--- src/hdl/gas_sensor_ppm_linearizer_defines.svh ---
// ----------------------------------------------------------------------------
// Gas sensor ppm linearizer assertion macros
// Concurrent check macros for the file that carries assertions.
// ----------------------------------------------------------------------------
`ifndef GAS_SENSOR_PPM_LINEARIZER_DEFINES_SVH
`define GAS_SENSOR_PPM_LINEARIZER_DEFINES_SVH

`ifndef NO_ASSERTIONS

// Same-cycle implication: whenever ante holds, cons holds too.
`define ASSERT_IMPL(lbl, clk, rst_n, ante, cons) \
  lbl: assert property (@(posedge clk) disable iff (!rst_n) (ante) |-> (cons)) \
    else $error("same-cycle implication check failed");

// Next-cycle implication: whenever ante holds, cons holds in the cycle after.
`define ASSERT_NEXT(lbl, clk, rst_n, ante, cons) \
  lbl: assert property (@(posedge clk) disable iff (!rst_n) (ante) |=> (cons)) \
    else $error("next-cycle implication check failed");

`else

`define ASSERT_IMPL(lbl, clk, rst_n, ante, cons)
`define ASSERT_NEXT(lbl, clk, rst_n, ante, cons)

`endif

`endif

--- src/hdl/gspl_pkg.sv ---
// ----------------------------------------------------------------------------
// Gas sensor ppm linearizer package
// Widths, fixed-point constants, state types and unit status for the block.
// ----------------------------------------------------------------------------
package gspl_pkg;

  // Converter sample and resistance format.
  localparam int SAMPLE_BITS   = 12;
  localparam int FRACTION_BITS = 16;
  localparam int RES_W         = 32;
  localparam int PPM_W         = 16;
  localparam int S_TDATA_W     = ((SAMPLE_BITS + 7) / 8) * 8;
  localparam int M_TDATA_W     = PPM_W + 2 * RES_W;
  localparam int M_TUSER_W     = 2;

  localparam logic [SAMPLE_BITS-1:0] SAMPLE_FULL = '1;

  // Log2 unit: Q1.31 mantissa squared by a serial 8-bit digit multiplier.
  localparam int MANT_W   = 32;
  localparam int TOP_W    = $clog2(MANT_W);
  localparam int LOG_FRAC = 20;
  localparam int LOG_W    = TOP_W + LOG_FRAC;
  localparam int DIGIT_W  = 8;
  localparam int DIGITS   = MANT_W / DIGIT_W;
  localparam int DCNT_W   = $clog2(DIGITS);
  localparam int ITER_W   = $clog2(LOG_FRAC);
  localparam int NIB_W    = 4;

  // Scaling constants.
  localparam int CAL_NUM_W = 14;
  localparam int EXP_NUM_W = 12;
  localparam logic [CAL_NUM_W-1:0] CAL_NUM = CAL_NUM_W'(10000);
  localparam logic [EXP_NUM_W-1:0] EXP_NUM = EXP_NUM_W'(2074);
  localparam int CAL_DEN   = 52124;
  localparam int EXP_DEN   = 1000;
  localparam int LOG2_COEF = 9711765;

  // Serial divider.
  localparam int DIV_W     = RES_W + CAL_NUM_W;
  localparam int DVS_W     = 16;
  localparam int DIV_CNT_W = $clog2(DIV_W);

  // Exponent product and log-domain target.
  localparam int MAG_W = LOG_W + 2;
  localparam int T_W   = MAG_W + 1;

  typedef enum logic [3:0] {
    ST_IDLE,
    ST_RS_DIV,
    ST_BASE,
    ST_CAL_DIV,
    ST_CHECK,
    ST_LOG_RS,
    ST_LOG_R0,
    ST_MAG_START,
    ST_MAG_DIV,
    ST_SEARCH,
    ST_SEARCH_WAIT,
    ST_OUT
  } lin_state_e;

  typedef enum logic [1:0] {
    LG_IDLE,
    LG_NORM,
    LG_SQUARE
  } log_state_e;

  typedef struct packed {
    logic busy;
    logic done;
  } unit_status_t;

endpackage

--- src/hdl/gspl_div.sv ---
// ----------------------------------------------------------------------------
// Gas sensor ppm linearizer serial divider
// Restoring division, one quotient bit per cycle, shared by all divisions.
// ----------------------------------------------------------------------------
module gspl_div (
  input  logic                         clk_i,
  input  logic                         rst_ni,
  input  logic                         start_i,
  input  logic [gspl_pkg::DIV_W-1:0]   dividend_i,
  input  logic [gspl_pkg::DVS_W-1:0]   divisor_i,
  output gspl_pkg::unit_status_t       status_o,
  output logic [gspl_pkg::DIV_W-1:0]   quotient_o
);
  import gspl_pkg::*;

  logic                 busy_q, busy_d;
  logic                 done_q, done_d;
  logic [DIV_CNT_W-1:0] cnt_q, cnt_d;
  logic [DVS_W-1:0]     rem_q, rem_d;
  logic [DVS_W-1:0]     dvs_q, dvs_d;
  logic [DIV_W-1:0]     quo_q, quo_d;
  logic [DVS_W:0]       trial;
  logic [DVS_W:0]       diff;
  logic                 fits;

  // The dividend shifts out of the top of quo_q while quotient bits enter below.
  assign trial = {rem_q, quo_q[DIV_W-1]};
  assign diff  = trial - {1'b0, dvs_q};
  assign fits  = trial >= {1'b0, dvs_q};

  always_comb begin
    busy_d = busy_q;
    done_d = 1'b0;
    cnt_d  = cnt_q;
    rem_d  = rem_q;
    dvs_d  = dvs_q;
    quo_d  = quo_q;
    if (start_i && !busy_q) begin
      quo_d  = dividend_i;
      dvs_d  = divisor_i;
      rem_d  = '0;
      cnt_d  = '0;
      busy_d = 1'b1;
    end else if (busy_q) begin
      rem_d = fits ? diff[DVS_W-1:0] : trial[DVS_W-1:0];
      quo_d = {quo_q[DIV_W-2:0], fits};
      cnt_d = cnt_q + 1'b1;
      if (cnt_q == DIV_CNT_W'(DIV_W - 1)) begin
        busy_d = 1'b0;
        done_d = 1'b1;
      end
    end
  end

  always_ff @(posedge clk_i or negedge rst_ni) begin
    if (!rst_ni) begin
      busy_q <= 1'b0;
      done_q <= 1'b0;
      cnt_q  <= '0;
    end else begin
      busy_q <= busy_d;
      done_q <= done_d;
      cnt_q  <= cnt_d;
    end
  end

  always_ff @(posedge clk_i) begin
    rem_q <= rem_d;
    dvs_q <= dvs_d;
    quo_q <= quo_d;
  end

  assign status_o.busy = busy_q;
  assign status_o.done = done_q;
  assign quotient_o    = quo_q;

endmodule

--- src/hdl/gspl_log2.sv ---
// ----------------------------------------------------------------------------
// Gas sensor ppm linearizer log2 unit
// Fixed-point log2 by normalization and repeated squaring of the mantissa.
// ----------------------------------------------------------------------------
module gspl_log2 (
  input  logic                         clk_i,
  input  logic                         rst_ni,
  input  logic                         start_i,
  input  logic [gspl_pkg::MANT_W-1:0]  x_i,
  output gspl_pkg::unit_status_t       status_o,
  output logic [gspl_pkg::LOG_W-1:0]   log_o
);
  import gspl_pkg::*;

  log_state_e                state_q, state_d;
  logic                      done_q, done_d;
  logic [DCNT_W-1:0]         dcnt_q, dcnt_d;
  logic [ITER_W-1:0]         iter_q, iter_d;
  logic [MANT_W-1:0]         mcand_q, mcand_d;
  logic [MANT_W-1:0]         mplier_q, mplier_d;
  logic [MANT_W-1:0]         acc_q, acc_d;
  logic [TOP_W-1:0]          top_q, top_d;
  logic [LOG_FRAC-1:0]       frac_q, frac_d;
  logic [MANT_W+DIGIT_W-1:0] pp;
  logic [MANT_W+DIGIT_W-1:0] sum;
  logic [MANT_W:0]           sq;
  logic [MANT_W-1:0]         m_next;

  // One 8-bit digit of the multiplier per cycle, low digit first. The bits
  // shifted out of the accumulator are the final low product bits, so the
  // last step yields the exact product shifted right by 31.
  assign pp     = {{DIGIT_W{1'b0}}, mcand_q} * {{MANT_W{1'b0}}, mplier_q[DIGIT_W-1:0]};
  assign sum    = {{DIGIT_W{1'b0}}, acc_q} + pp;
  assign sq     = {sum[MANT_W+DIGIT_W-1:DIGIT_W], sum[DIGIT_W-1]};
  assign m_next = sq[MANT_W] ? sq[MANT_W:1] : sq[MANT_W-1:0];

  always_ff @(posedge clk_i or negedge rst_ni) begin
    if (!rst_ni) begin
      state_q <= LG_IDLE;
      done_q  <= 1'b0;
      dcnt_q  <= '0;
      iter_q  <= '0;
    end else begin
      state_q <= state_d;
      done_q  <= done_d;
      dcnt_q  <= dcnt_d;
      iter_q  <= iter_d;
    end
  end

  always_ff @(posedge clk_i) begin
    mcand_q  <= mcand_d;
    mplier_q <= mplier_d;
    acc_q    <= acc_d;
    top_q    <= top_d;
    frac_q   <= frac_d;
  end

  always_comb begin
    state_d  = state_q;
    done_d   = 1'b0;
    dcnt_d   = dcnt_q;
    iter_d   = iter_q;
    mcand_d  = mcand_q;
    mplier_d = mplier_q;
    acc_d    = acc_q;
    top_d    = top_q;
    frac_d   = frac_q;
    unique case (state_q)
      LG_IDLE: begin
        if (start_i) begin
          frac_d = '0;
          if (x_i == '0) begin
            top_d  = '0;
            done_d = 1'b1;
          end else begin
            mcand_d = x_i;
            top_d   = TOP_W'(MANT_W - 1);
            state_d = LG_NORM;
          end
        end
      end
      LG_NORM: begin
        // Shift by a nibble while the top nibble is clear, then bit by bit.
        if (mcand_q[MANT_W-1]) begin
          mplier_d = mcand_q;
          acc_d    = '0;
          dcnt_d   = '0;
          iter_d   = '0;
          state_d  = LG_SQUARE;
        end else if (mcand_q[MANT_W-1 -: NIB_W] == '0) begin
          mcand_d = mcand_q << NIB_W;
          top_d   = top_q - TOP_W'(NIB_W);
        end else begin
          mcand_d = mcand_q << 1;
          top_d   = top_q - 1'b1;
        end
      end
      LG_SQUARE: begin
        acc_d    = sum[MANT_W+DIGIT_W-1:DIGIT_W];
        mplier_d = mplier_q >> DIGIT_W;
        dcnt_d   = dcnt_q + 1'b1;
        if (dcnt_q == DCNT_W'(DIGITS - 1)) begin
          frac_d   = {frac_q[LOG_FRAC-2:0], sq[MANT_W]};
          mcand_d  = m_next;
          mplier_d = m_next;
          acc_d    = '0;
          dcnt_d   = '0;
          iter_d   = iter_q + 1'b1;
          if (iter_q == ITER_W'(LOG_FRAC - 1)) begin
            state_d = LG_IDLE;
            done_d  = 1'b1;
          end
        end
      end
      default: begin
        state_d = LG_IDLE;
      end
    endcase
  end

  assign status_o.busy = state_q != LG_IDLE;
  assign status_o.done = done_q;
  assign log_o         = {top_q, frac_q};

endmodule

--- src/hdl/gas_sensor_ppm_linearizer.sv ---
// ----------------------------------------------------------------------------
// Gas sensor ppm linearizer
// Turns an averaged converter sample into sensor resistance and a power-law
// gas concentration in parts per million, with clean-air calibration.
// ----------------------------------------------------------------------------
//
//  Channel   Direction  Word contents (lowest bit first)
//  --------  ---------  -------------------------------------------------------
//  s_axis    in         tdata: sample[11:0], zero pad to 16 bits
//  m_axis    out        tdata: ppm, sensor_resistance, base_resistance;
//                       tuser: save_request, no_signal
//  cfg       in         data: saved_resistance (Q16.16 megaohms)
//
//  One sample is in flight at a time; a word is taken only in the idle state.
//  Each item takes a pass of the bit-serial divider for the sensor resistance,
//  one more when calibration runs and one for exponent scaling, plus two to
//  eighteen log2 evaluations by the 8-bit digit squarer in the log unit (20
//  squarings of 4 digits each). A full-scale sample or a zero base resistance
//  skips the log work; a zero sample skips only the first pass.
//  Reset clears the stored base resistance and the saved value; no sweep.
//  The result register lets the next sample start while a word waits on m_axis.
//
`include "gas_sensor_ppm_linearizer_defines.svh"

module gas_sensor_ppm_linearizer (
  input  logic                            clk_i,
  input  logic                            rst_ni,
  // Sample in: tdata = sample[11:0], zero pad above.
  input  logic                            s_axis_tvalid,
  output logic                            s_axis_tready,
  input  logic [gspl_pkg::S_TDATA_W-1:0]  s_axis_tdata,
  // Result out: tdata = ppm[15:0], sensor_resistance[47:16],
  // base_resistance[79:48].
  output logic                            m_axis_tvalid,
  input  logic                            m_axis_tready,
  output logic [gspl_pkg::M_TDATA_W-1:0]  m_axis_tdata,
  // tuser = save_request[0], no_signal[1].
  output logic [gspl_pkg::M_TUSER_W-1:0]  m_axis_tuser,
  // Saved clean-air resistance write channel.
  input  logic                            cfg_valid_i,
  output logic                            cfg_ready_o,
  input  logic [gspl_pkg::RES_W-1:0]      cfg_data_i
);
  import gspl_pkg::*;

  lin_state_e state_q, state_d;

  // Persistent state: saved value from the store and the base resistance.
  logic [RES_W-1:0] saved_q, saved_d;
  logic [RES_W-1:0] car_q, car_d;

  // Per-item working registers.
  logic [RES_W-1:0]      rs_q, rs_d;
  logic                  nosig_q, nosig_d;
  logic                  save_q, save_d;
  logic [LOG_W-1:0]      lrs_q, lrs_d;
  logic [LOG_W-1:0]      absd_q, absd_d;
  logic                  neg_q, neg_d;
  logic signed [T_W-1:0] t_q, t_d;
  logic [PPM_W-1:0]      lo_q, lo_d;
  logic [PPM_W-1:0]      hi_q, hi_d;
  logic [PPM_W-1:0]      mid_q, mid_d;
  logic [PPM_W-1:0]      ppm_q, ppm_d;

  // Result register facing m_axis.
  logic                  m_valid_q, m_valid_d;
  logic [M_TDATA_W-1:0]  m_data_q, m_data_d;
  logic [M_TUSER_W-1:0]  m_user_q, m_user_d;

  // Shared units.
  logic                  div_start;
  logic [DIV_W-1:0]      div_dividend;
  logic [DVS_W-1:0]      div_divisor;
  logic [DIV_W-1:0]      div_quo;
  unit_status_t          div_status;
  logic                  log_start;
  logic [MANT_W-1:0]     log_x;
  logic [LOG_W-1:0]      log_val;
  unit_status_t          log_status;

  logic                      in_accept;
  logic [SAMPLE_BITS-1:0]    sample;
  logic [SAMPLE_BITS-1:0]    span;
  logic [DIV_W-1:0]          rs_num;
  logic [DIV_W-1:0]          cal_prod;
  logic [LOG_W+EXP_NUM_W-1:0] mag_prod;
  logic [RES_W-1:0]          rs_sat;
  logic signed [LOG_W:0]     dlog;
  logic signed [LOG_W:0]     dlog_neg;
  logic signed [T_W-1:0]     coef_t;
  logic signed [T_W-1:0]     mag_t;
  logic signed [T_W-1:0]     t_calc;
  logic signed [T_W-1:0]     log_val_t;
  logic [PPM_W:0]            mid_sum;
  logic                      out_rs_ones;

  gspl_div u_div (
    .clk_i      (clk_i),
    .rst_ni     (rst_ni),
    .start_i    (div_start),
    .dividend_i (div_dividend),
    .divisor_i  (div_divisor),
    .status_o   (div_status),
    .quotient_o (div_quo)
  );

  gspl_log2 u_log2 (
    .clk_i    (clk_i),
    .rst_ni   (rst_ni),
    .start_i  (log_start),
    .x_i      (log_x),
    .status_o (log_status),
    .log_o    (log_val)
  );

  assign s_axis_tready = state_q == ST_IDLE;
  assign in_accept     = s_axis_tvalid && s_axis_tready;
  assign cfg_ready_o   = 1'b1;

  assign sample = s_axis_tdata[SAMPLE_BITS-1:0];
  assign span   = SAMPLE_FULL - sample;
  // 2*(full - s) scaled to the resistance fraction.
  assign rs_num = DIV_W'({span, 1'b0}) << FRACTION_BITS;

  // Constant multiplies that feed the divider from registered operands.
  assign cal_prod = {{CAL_NUM_W{1'b0}}, rs_q} * {{RES_W{1'b0}}, CAL_NUM};
  assign mag_prod = {{EXP_NUM_W{1'b0}}, absd_q} * {{LOG_W{1'b0}}, EXP_NUM};

  // A quotient wider than the resistance field saturates to all ones.
  assign rs_sat = (div_quo[DIV_W-1:RES_W] != '0) ? '1 : div_quo[RES_W-1:0];

  // Log-domain difference of sensor and base resistance.
  assign dlog     = $signed({1'b0, lrs_q}) - $signed({1'b0, log_val});
  assign dlog_neg = -dlog;

  // Target log2(ppm) = log2(613.9) - 2.074 * (log2 RS - log2 R0).
  assign coef_t = $signed(T_W'(LOG2_COEF));
  assign mag_t  = $signed({1'b0, div_quo[MAG_W-1:0]});
  assign t_calc = neg_q ? (coef_t + mag_t) : (coef_t - mag_t);

  assign log_val_t = $signed({{(T_W - LOG_W){1'b0}}, log_val});
  assign mid_sum   = {1'b0, lo_q} + {1'b0, hi_q} + 1'b1;

  always_comb begin
    state_d   = state_q;
    saved_d   = saved_q;
    car_d     = car_q;
    rs_d      = rs_q;
    nosig_d   = nosig_q;
    save_d    = save_q;
    lrs_d     = lrs_q;
    absd_d    = absd_q;
    neg_d     = neg_q;
    t_d       = t_q;
    lo_d      = lo_q;
    hi_d      = hi_q;
    mid_d     = mid_q;
    ppm_d     = ppm_q;
    m_data_d  = m_data_q;
    m_user_d  = m_user_q;
    m_valid_d = m_valid_q && !m_axis_tready;

    div_start    = 1'b0;
    div_dividend = rs_num;
    div_divisor  = DVS_W'(sample);
    log_start    = 1'b0;
    log_x        = rs_q;

    if (cfg_valid_i) begin
      saved_d = cfg_data_i;
    end

    unique case (state_q)
      ST_IDLE: begin
        if (in_accept) begin
          save_d = 1'b0;
          if (sample == '0) begin
            // No signal: resistance pinned at all ones and used as is.
            rs_d    = '1;
            nosig_d = 1'b1;
            state_d = ST_BASE;
          end else begin
            nosig_d   = 1'b0;
            div_start = 1'b1;
            state_d   = ST_RS_DIV;
          end
        end
      end
      ST_RS_DIV: begin
        if (div_status.done) begin
          rs_d    = rs_sat;
          state_d = ST_BASE;
        end
      end
      ST_BASE: begin
        // Without a base resistance, restore the saved one or calibrate.
        if (car_q != '0) begin
          state_d = ST_CHECK;
        end else if (saved_q != '0) begin
          car_d   = saved_q;
          state_d = ST_CHECK;
        end else begin
          save_d       = 1'b1;
          div_start    = 1'b1;
          div_dividend = cal_prod;
          div_divisor  = DVS_W'(CAL_DEN);
          state_d      = ST_CAL_DIV;
        end
      end
      ST_CAL_DIV: begin
        if (div_status.done) begin
          car_d   = div_quo[RES_W-1:0];
          state_d = ST_CHECK;
        end
      end
      ST_CHECK: begin
        if (rs_q == '0) begin
          // Zero resistance means an unbounded ratio.
          ppm_d   = '1;
          state_d = ST_OUT;
        end else if (car_q == '0) begin
          ppm_d   = '0;
          state_d = ST_OUT;
        end else begin
          log_start = 1'b1;
          log_x     = rs_q;
          state_d   = ST_LOG_RS;
        end
      end
      ST_LOG_RS: begin
        if (log_status.done) begin
          lrs_d     = log_val;
          log_start = 1'b1;
          log_x     = car_q;
          state_d   = ST_LOG_R0;
        end
      end
      ST_LOG_R0: begin
        if (log_status.done) begin
          neg_d   = dlog[LOG_W];
          absd_d  = dlog[LOG_W] ? dlog_neg[LOG_W-1:0] : dlog[LOG_W-1:0];
          state_d = ST_MAG_START;
        end
      end
      ST_MAG_START: begin
        div_start    = 1'b1;
        div_dividend = DIV_W'(mag_prod);
        div_divisor  = DVS_W'(EXP_DEN);
        state_d      = ST_MAG_DIV;
      end
      ST_MAG_DIV: begin
        if (div_status.done) begin
          t_d = t_calc;
          if (t_calc[T_W-1]) begin
            ppm_d   = '0;
            state_d = ST_OUT;
          end else begin
            lo_d    = PPM_W'(1);
            hi_d    = '1;
            state_d = ST_SEARCH;
          end
        end
      end
      ST_SEARCH: begin
        // Binary search for the largest ppm whose log2 stays within target.
        if (lo_q == hi_q) begin
          ppm_d   = lo_q;
          state_d = ST_OUT;
        end else begin
          mid_d     = mid_sum[PPM_W:1];
          log_start = 1'b1;
          log_x     = MANT_W'(mid_sum[PPM_W:1]);
          state_d   = ST_SEARCH_WAIT;
        end
      end
      ST_SEARCH_WAIT: begin
        if (log_status.done) begin
          if (log_val_t <= t_q) begin
            lo_d = mid_q;
          end else begin
            hi_d = mid_q - 1'b1;
          end
          state_d = ST_SEARCH;
        end
      end
      ST_OUT: begin
        if (!m_valid_q || m_axis_tready) begin
          m_valid_d = 1'b1;
          m_data_d  = {car_q, rs_q, ppm_q};
          m_user_d  = {nosig_q, save_q};
          state_d   = ST_IDLE;
        end
      end
      default: begin
        state_d = ST_IDLE;
      end
    endcase
  end

  always_ff @(posedge clk_i or negedge rst_ni) begin
    if (!rst_ni) begin
      state_q   <= ST_IDLE;
      saved_q   <= '0;
      car_q     <= '0;
      m_valid_q <= 1'b0;
    end else begin
      state_q   <= state_d;
      saved_q   <= saved_d;
      car_q     <= car_d;
      m_valid_q <= m_valid_d;
    end
  end

  always_ff @(posedge clk_i) begin
    rs_q     <= rs_d;
    nosig_q  <= nosig_d;
    save_q   <= save_d;
    lrs_q    <= lrs_d;
    absd_q   <= absd_d;
    neg_q    <= neg_d;
    t_q      <= t_d;
    lo_q     <= lo_d;
    hi_q     <= hi_d;
    mid_q    <= mid_d;
    ppm_q    <= ppm_d;
    m_data_q <= m_data_d;
    m_user_q <= m_user_d;
  end

  assign m_axis_tvalid = m_valid_q;
  assign m_axis_tdata  = m_data_q;
  assign m_axis_tuser  = m_user_q;

  assign out_rs_ones = m_axis_tdata[PPM_W +: RES_W] == '1;

  // A taken sample closes the input until its result is loaded into the result register.
  `ASSERT_NEXT(a_busy_after_accept, clk_i, rst_ni, in_accept, !s_axis_tready)
  // The sequencer never starts a shared unit that is still working.
  `ASSERT_IMPL(a_div_start_idle, clk_i, rst_ni, div_start, !div_status.busy)
  `ASSERT_IMPL(a_log_start_idle, clk_i, rst_ni, log_start, !log_status.busy)
  // A result flagged as no signal carries the saturated resistance.
  `ASSERT_IMPL(a_nosig_rs_ones, clk_i, rst_ni, m_axis_tvalid && m_axis_tuser[1], out_rs_ones)

endmodule

--- config.mk ---
export PLATFORM = sky130hd
export DESIGN_NAME = gas_sensor_ppm_linearizer
export DESIGN_NICKNAME = d
export VERILOG_FILES = /design/src/hdl/gspl_pkg.sv /design/src/hdl/gspl_div.sv /design/src/hdl/gspl_log2.sv /design/src/hdl/gas_sensor_ppm_linearizer.sv
export VERILOG_INCLUDE_DIRS = /design/src /design/src/hdl
export SDC_FILE = /design/constraint.sdc
export NUM_CORES = 2
export LEC_CHECK = 0
export BUFFER_PORTS_ARGS = -buffer_cell sky130_fd_sc_hd__buf_2
export CAP_MARGIN = 15
export CORE_MARGIN = 2
export CORE_UTILIZATION = 45
export DETAILED_ROUTE_END_ITERATION = 16
export GPL_ROUTABILITY_DRIVEN = 0
export HOLD_SLACK_MARGIN = 0.15
export SYNTH_ARGS = -nofsm -noshare
export SYNTH_HDL_FRONTEND = slang
export SYNTH_HIERARCHICAL = 1
export SYNTH_SLANG_ARGS = --single-unit
--- constraint.sdc ---
create_clock -name clk_i -period 7.12 [get_ports clk_i]
set_clock_uncertainty 0.05 [all_clocks]
set_input_delay 1.424 -clock clk_i [delete_from_list [all_inputs] [get_ports clk_i]]
set_output_delay 1.424 -clock clk_i [all_outputs]
set_load 0.02 [all_outputs]
==> metrics.sh <==
VIA_PER_INST=5.50
WORSTSETUPSTARTPOINTTYPE='flop'
FINALCRITPERIODSHARE_PCT=91.2
FINALMAXSLEWVIOLATIONS=0
OUTCOME='finished, final reports clean'
N_ANTENNA_CELL=0
MAX_SLEW.WORST_PIN.SLEW_NS=1.14
POWER_SWITCHING_SHARE_PCT=28.3
SETUP.WORST_PATH.CLASS='reg2reg'
POWER.SHARE.SEQUENTIAL_PCT=46.2
POST-PLACE-WS_NS=0.653
POWER_FRAC_CLOCK_PCT=40.9
MAX-VDD-IR-DROP_mV=0.168
GRT_OVERFLOW=0
DPL.HPWL_MM=98.2
TIMING.CRITICAL_PATH.SLOWEST_STAGE_CELL='sky130_fd_sc_hd__edfxtp_1'
CP_CELL_SEQUENCE='nand2_1 > fa_1 > inv_1 > fa_1 > fa_1 > inv_1 > fa_1 > inv_1 > ha_1 > nand4_1 > nor2_1 > a21oi_1 > o31ai_4 > a21boi_2 > o41a_1 > xnor2_4 > buf_4 > mux2i_1 > o2bb2ai_1'
PORTBUFFERS=132
SETUP_REPAIR_AFTER_GLOBAL_ROUTING_MISSED_ITS_MARGIN='false'
SYN_AREA_PER_CELL_SQ_UM=9.80
P_INT_W=0.00643
FLOORPLAN.INITIALDENSITY_PCT=45.2
GRT_FIRST_PASS_WIRELENGTH_MM=197
POWER-PER-CELL-AREA_mW_PER_MM2=178
CRITICAL-PATH-TOP-CELL-BY-COUNT='sky130_fd_sc_hd__fa_1'
FILLERINSTANCES=9344
P_LEAK_nW=22.8
CLK-INSERTION-DELAY-LATE_NS=0.64
SLEW_HEADROOM_PCT=24.0
CRIT_ARRIVAL_NS=6.79
TOTAL_ROUTING_RESOURCE_UTILIZATION_AFTER_GLOBAL_ROUTING_PCT=24.5
DR_TOTAL_VIAS=33900
FIN_TNS_SETUP_NS=0
FP-ROW-COUNT=117
TIMING.FINAL.SETUP_VIOLATIONS=0
CTS_HOLD_REPAIR.BUFFERS=0
HOLD_VIOL_FINAL=0
GRT_START_MAX_NET_PINS=65
RELATIVE_AREA_CHANGE_FROM_SYNTHESIS_TO_FINAL_LAYOUT_PCT=10.0
REMAINING_DRC_ERRORS=0
DR.PASS1.ITERS=6
P_COMB_SHARE_PCT=13.0
CRITPATHLAUNCH='u_log2/mplier_q[0]$_DFFE_PP_'
DESIGN.FINAL.NETS=5559
POST_DRT_WL_PER_CELL_UM=20.5
FIN_CRIT_NS=6.49
ANTENNA_VIOLATIONS_BEFORE_REPAIR=3
P_SWITCHING_W=0.00253
GRT_PASS1_VIAS=33000
CLK_PATH_BUF_DEPTH=3
TIMING.CRITICAL_PATH.FANOUT_MAX=17
BOUNDARYPINS=138
DRV_CAP=0
HOLDWS_NS=0.371
WORST_SETUP_PATH_END_KIND='flop'
H-TREE-DEPTH=3
DRT_FIRST_ITER_VIOLATIONS=3182
POST_SYNTHESIS_INSTANCE_TOTAL=4685
NUMCLOCKSINKS=545
HOLD_CLASS='reg2reg'
HOLD_PATH.STARTPOINT='ppm_q[14]$_DFFE_PP_'
SYNTH_AREA_SQ_MM=0.0459
SYNTH.YOSYS.WARNINGS=6
CLKTRANSATPATHREGS_NS=0.06
CTS-BUFFERS-INSERTED=66
REG_TO_REG_START='u_log2/mplier_q[0]$_DFFE_PP_'
ROUTE.FINAL.WIRE_LENGTH_MM=127
ACHIEVABLE-FREQUENCY_MHz=154
POSTCTSRESIZEDCELLS=0
DIE_HEIGHT_UM=323
DRT.ANTENNA.VIOLATING_NETS=0
DIE_FOOTPRINT_SQ_MM=0.105
POST_CTS_SETUP_BUFFER_COUNT=0
FINAL_CRITICAL_PATH_SETUP_SLACK_NS=0.630
CLOCK_ROOT_CELL='sky130_fd_sc_hd__clkbuf_16'
CORE_SQ_MM=0.101
FRACTION_OF_FINAL_LAYOUT_CELLS_WITH_DRIVE_STRENGTH_GREATER_THAN_1_PCT=8.18
TRITONCTS='yes'
CRITICAL_PATH.MAX_STAGE_DELAY_NS=0.80
DIE_WIDTH_UM=323
TIMING.CRITICAL_PATH.REQUIRED_NS=7.42
## layout make-up
type / instances / area, sq um / area share (%)
Timing Repair Buffer: 197 / 1180 / 2.33
Clock buffer: 86 / 1830 / 3.63
Sequential cell: 545 / 15800 / 31.2
Tap cell: 1368 / 1710 / 3.39
Inverter: 742 / 2790 / 5.52
Clock inverter: 35 / 531 / 1.05
Multi-Input combinational cell: 3202 / 26700 / 52.9
## worst paths after layout
path / cells past startpoint / to / slack [ns]
min in group asynchronous: 1 / u_div/cnt_q[2]$_DFFE_PN0P_ / 0.73
min: 0 / m_axis_tdata[14]$_DFFE_PP_ / 0.37
max in group asynchronous: 2 / u_log2/state_q[0]$_DFFE_PN0P_ / 5.12
max: 19 / u_log2/mplier_q[25]$_DFFE_PP_ / 0.63
max reg2reg: 19 / u_log2/mplier_q[25]$_DFFE_PP_ / 0.63
min reg2reg: 0 / m_axis_tdata[14]$_DFFE_PP_ / 0.37
## power groups by stage
stage / registers, W / clock network, W / logic (W)
floorplan: 0.00389 / 0 / 0.000950
global placement: 0.00418 / 0 / 0.00112
detailed placement: 0.00418 / 0 / 0.00112
CTS: 0.00412 / 0.00373 / 0.00114
global route: 0.00415 / 0.00384 / 0.00130
finish: 0.00414 / 0.00366 / 0.00116
## flip-flops by register name, summed over array words and instances, names as in the netlist, 25 cells and up
register,flops
absd_q,25
u_log2/mplier_q,32
saved_q,32
lrs_q,25
rs_q,32
m_axis_tdata,80
car_q,32
u_div/quotient_o,46
u_log2/mcand_q,32
t_q,28
u_log2/acc_q,32
## layout by cell type (no fill, tap or decap), types with 28 or more instances in the layout
master	instances
sky130_fd_sc_hd__inv_1	738
sky130_fd_sc_hd__nand2_1	496
sky130_fd_sc_hd__edfxtp_1	442
sky130_fd_sc_hd__ha_1	416
sky130_fd_sc_hd__fa_1	336
sky130_fd_sc_hd__a21oi_1	258
sky130_fd_sc_hd__and2_1	219
sky130_fd_sc_hd__nor2_1	190
sky130_fd_sc_hd__o21ai_0	186
sky130_fd_sc_hd__buf_2	131
sky130_fd_sc_hd__xnor2_1	124
sky130_fd_sc_hd__dfrtp_1	87
sky130_fd_sc_hd__xor2_1	75
sky130_fd_sc_hd__nand3_1	74
sky130_fd_sc_hd__clkbuf_16	69
sky130_fd_sc_hd__mux2i_1	65
sky130_fd_sc_hd__a21o_1	64
sky130_fd_sc_hd__buf_4	64
sky130_fd_sc_hd__nand2b_1	54
sky130_fd_sc_hd__nor3_1	48
sky130_fd_sc_hd__nor4_1	47
sky130_fd_sc_hd__mux2_2	39
sky130_fd_sc_hd__and3_1	34
sky130_fd_sc_hd__nand4_1	34
sky130_fd_sc_hd__nor2b_1	31
sky130_fd_sc_hd__o21a_1	28
## routing by layer
layer	global-route usage, %	wire length, um
met5	0	11
met4	7.50	3990
met3	3.34	8180
met2	37.5	56000
met1	35.8	58300
## stage by stage
step                total power, W  instance area [sq um]  cells  utilization (%)
finish                     0.00896                  50500   6175             49.8
global route               0.00929                  50500   6175             49.8
CTS                        0.00899                  50500   6175             49.8
detailed placement         0.00531                  48100   6054             47.4
global placement           0.00531                  48100   6054             47.4
floorplan                  0.00484                  45900   4687                -
## critical path, delay by kind of cell, from the launching register on
kind / cells / cell delay [ns]
compound gates: 5 / 1.47
xor+xnor: 1 / 0.26
fa+ha+maj: 5 / 2.40
buf+inv: 4 / 0.39
flops: 1 / 0.80
mux: 1 / 0.33
simple gates: 3 / 0.49
(Power assumes the default switching activity.)
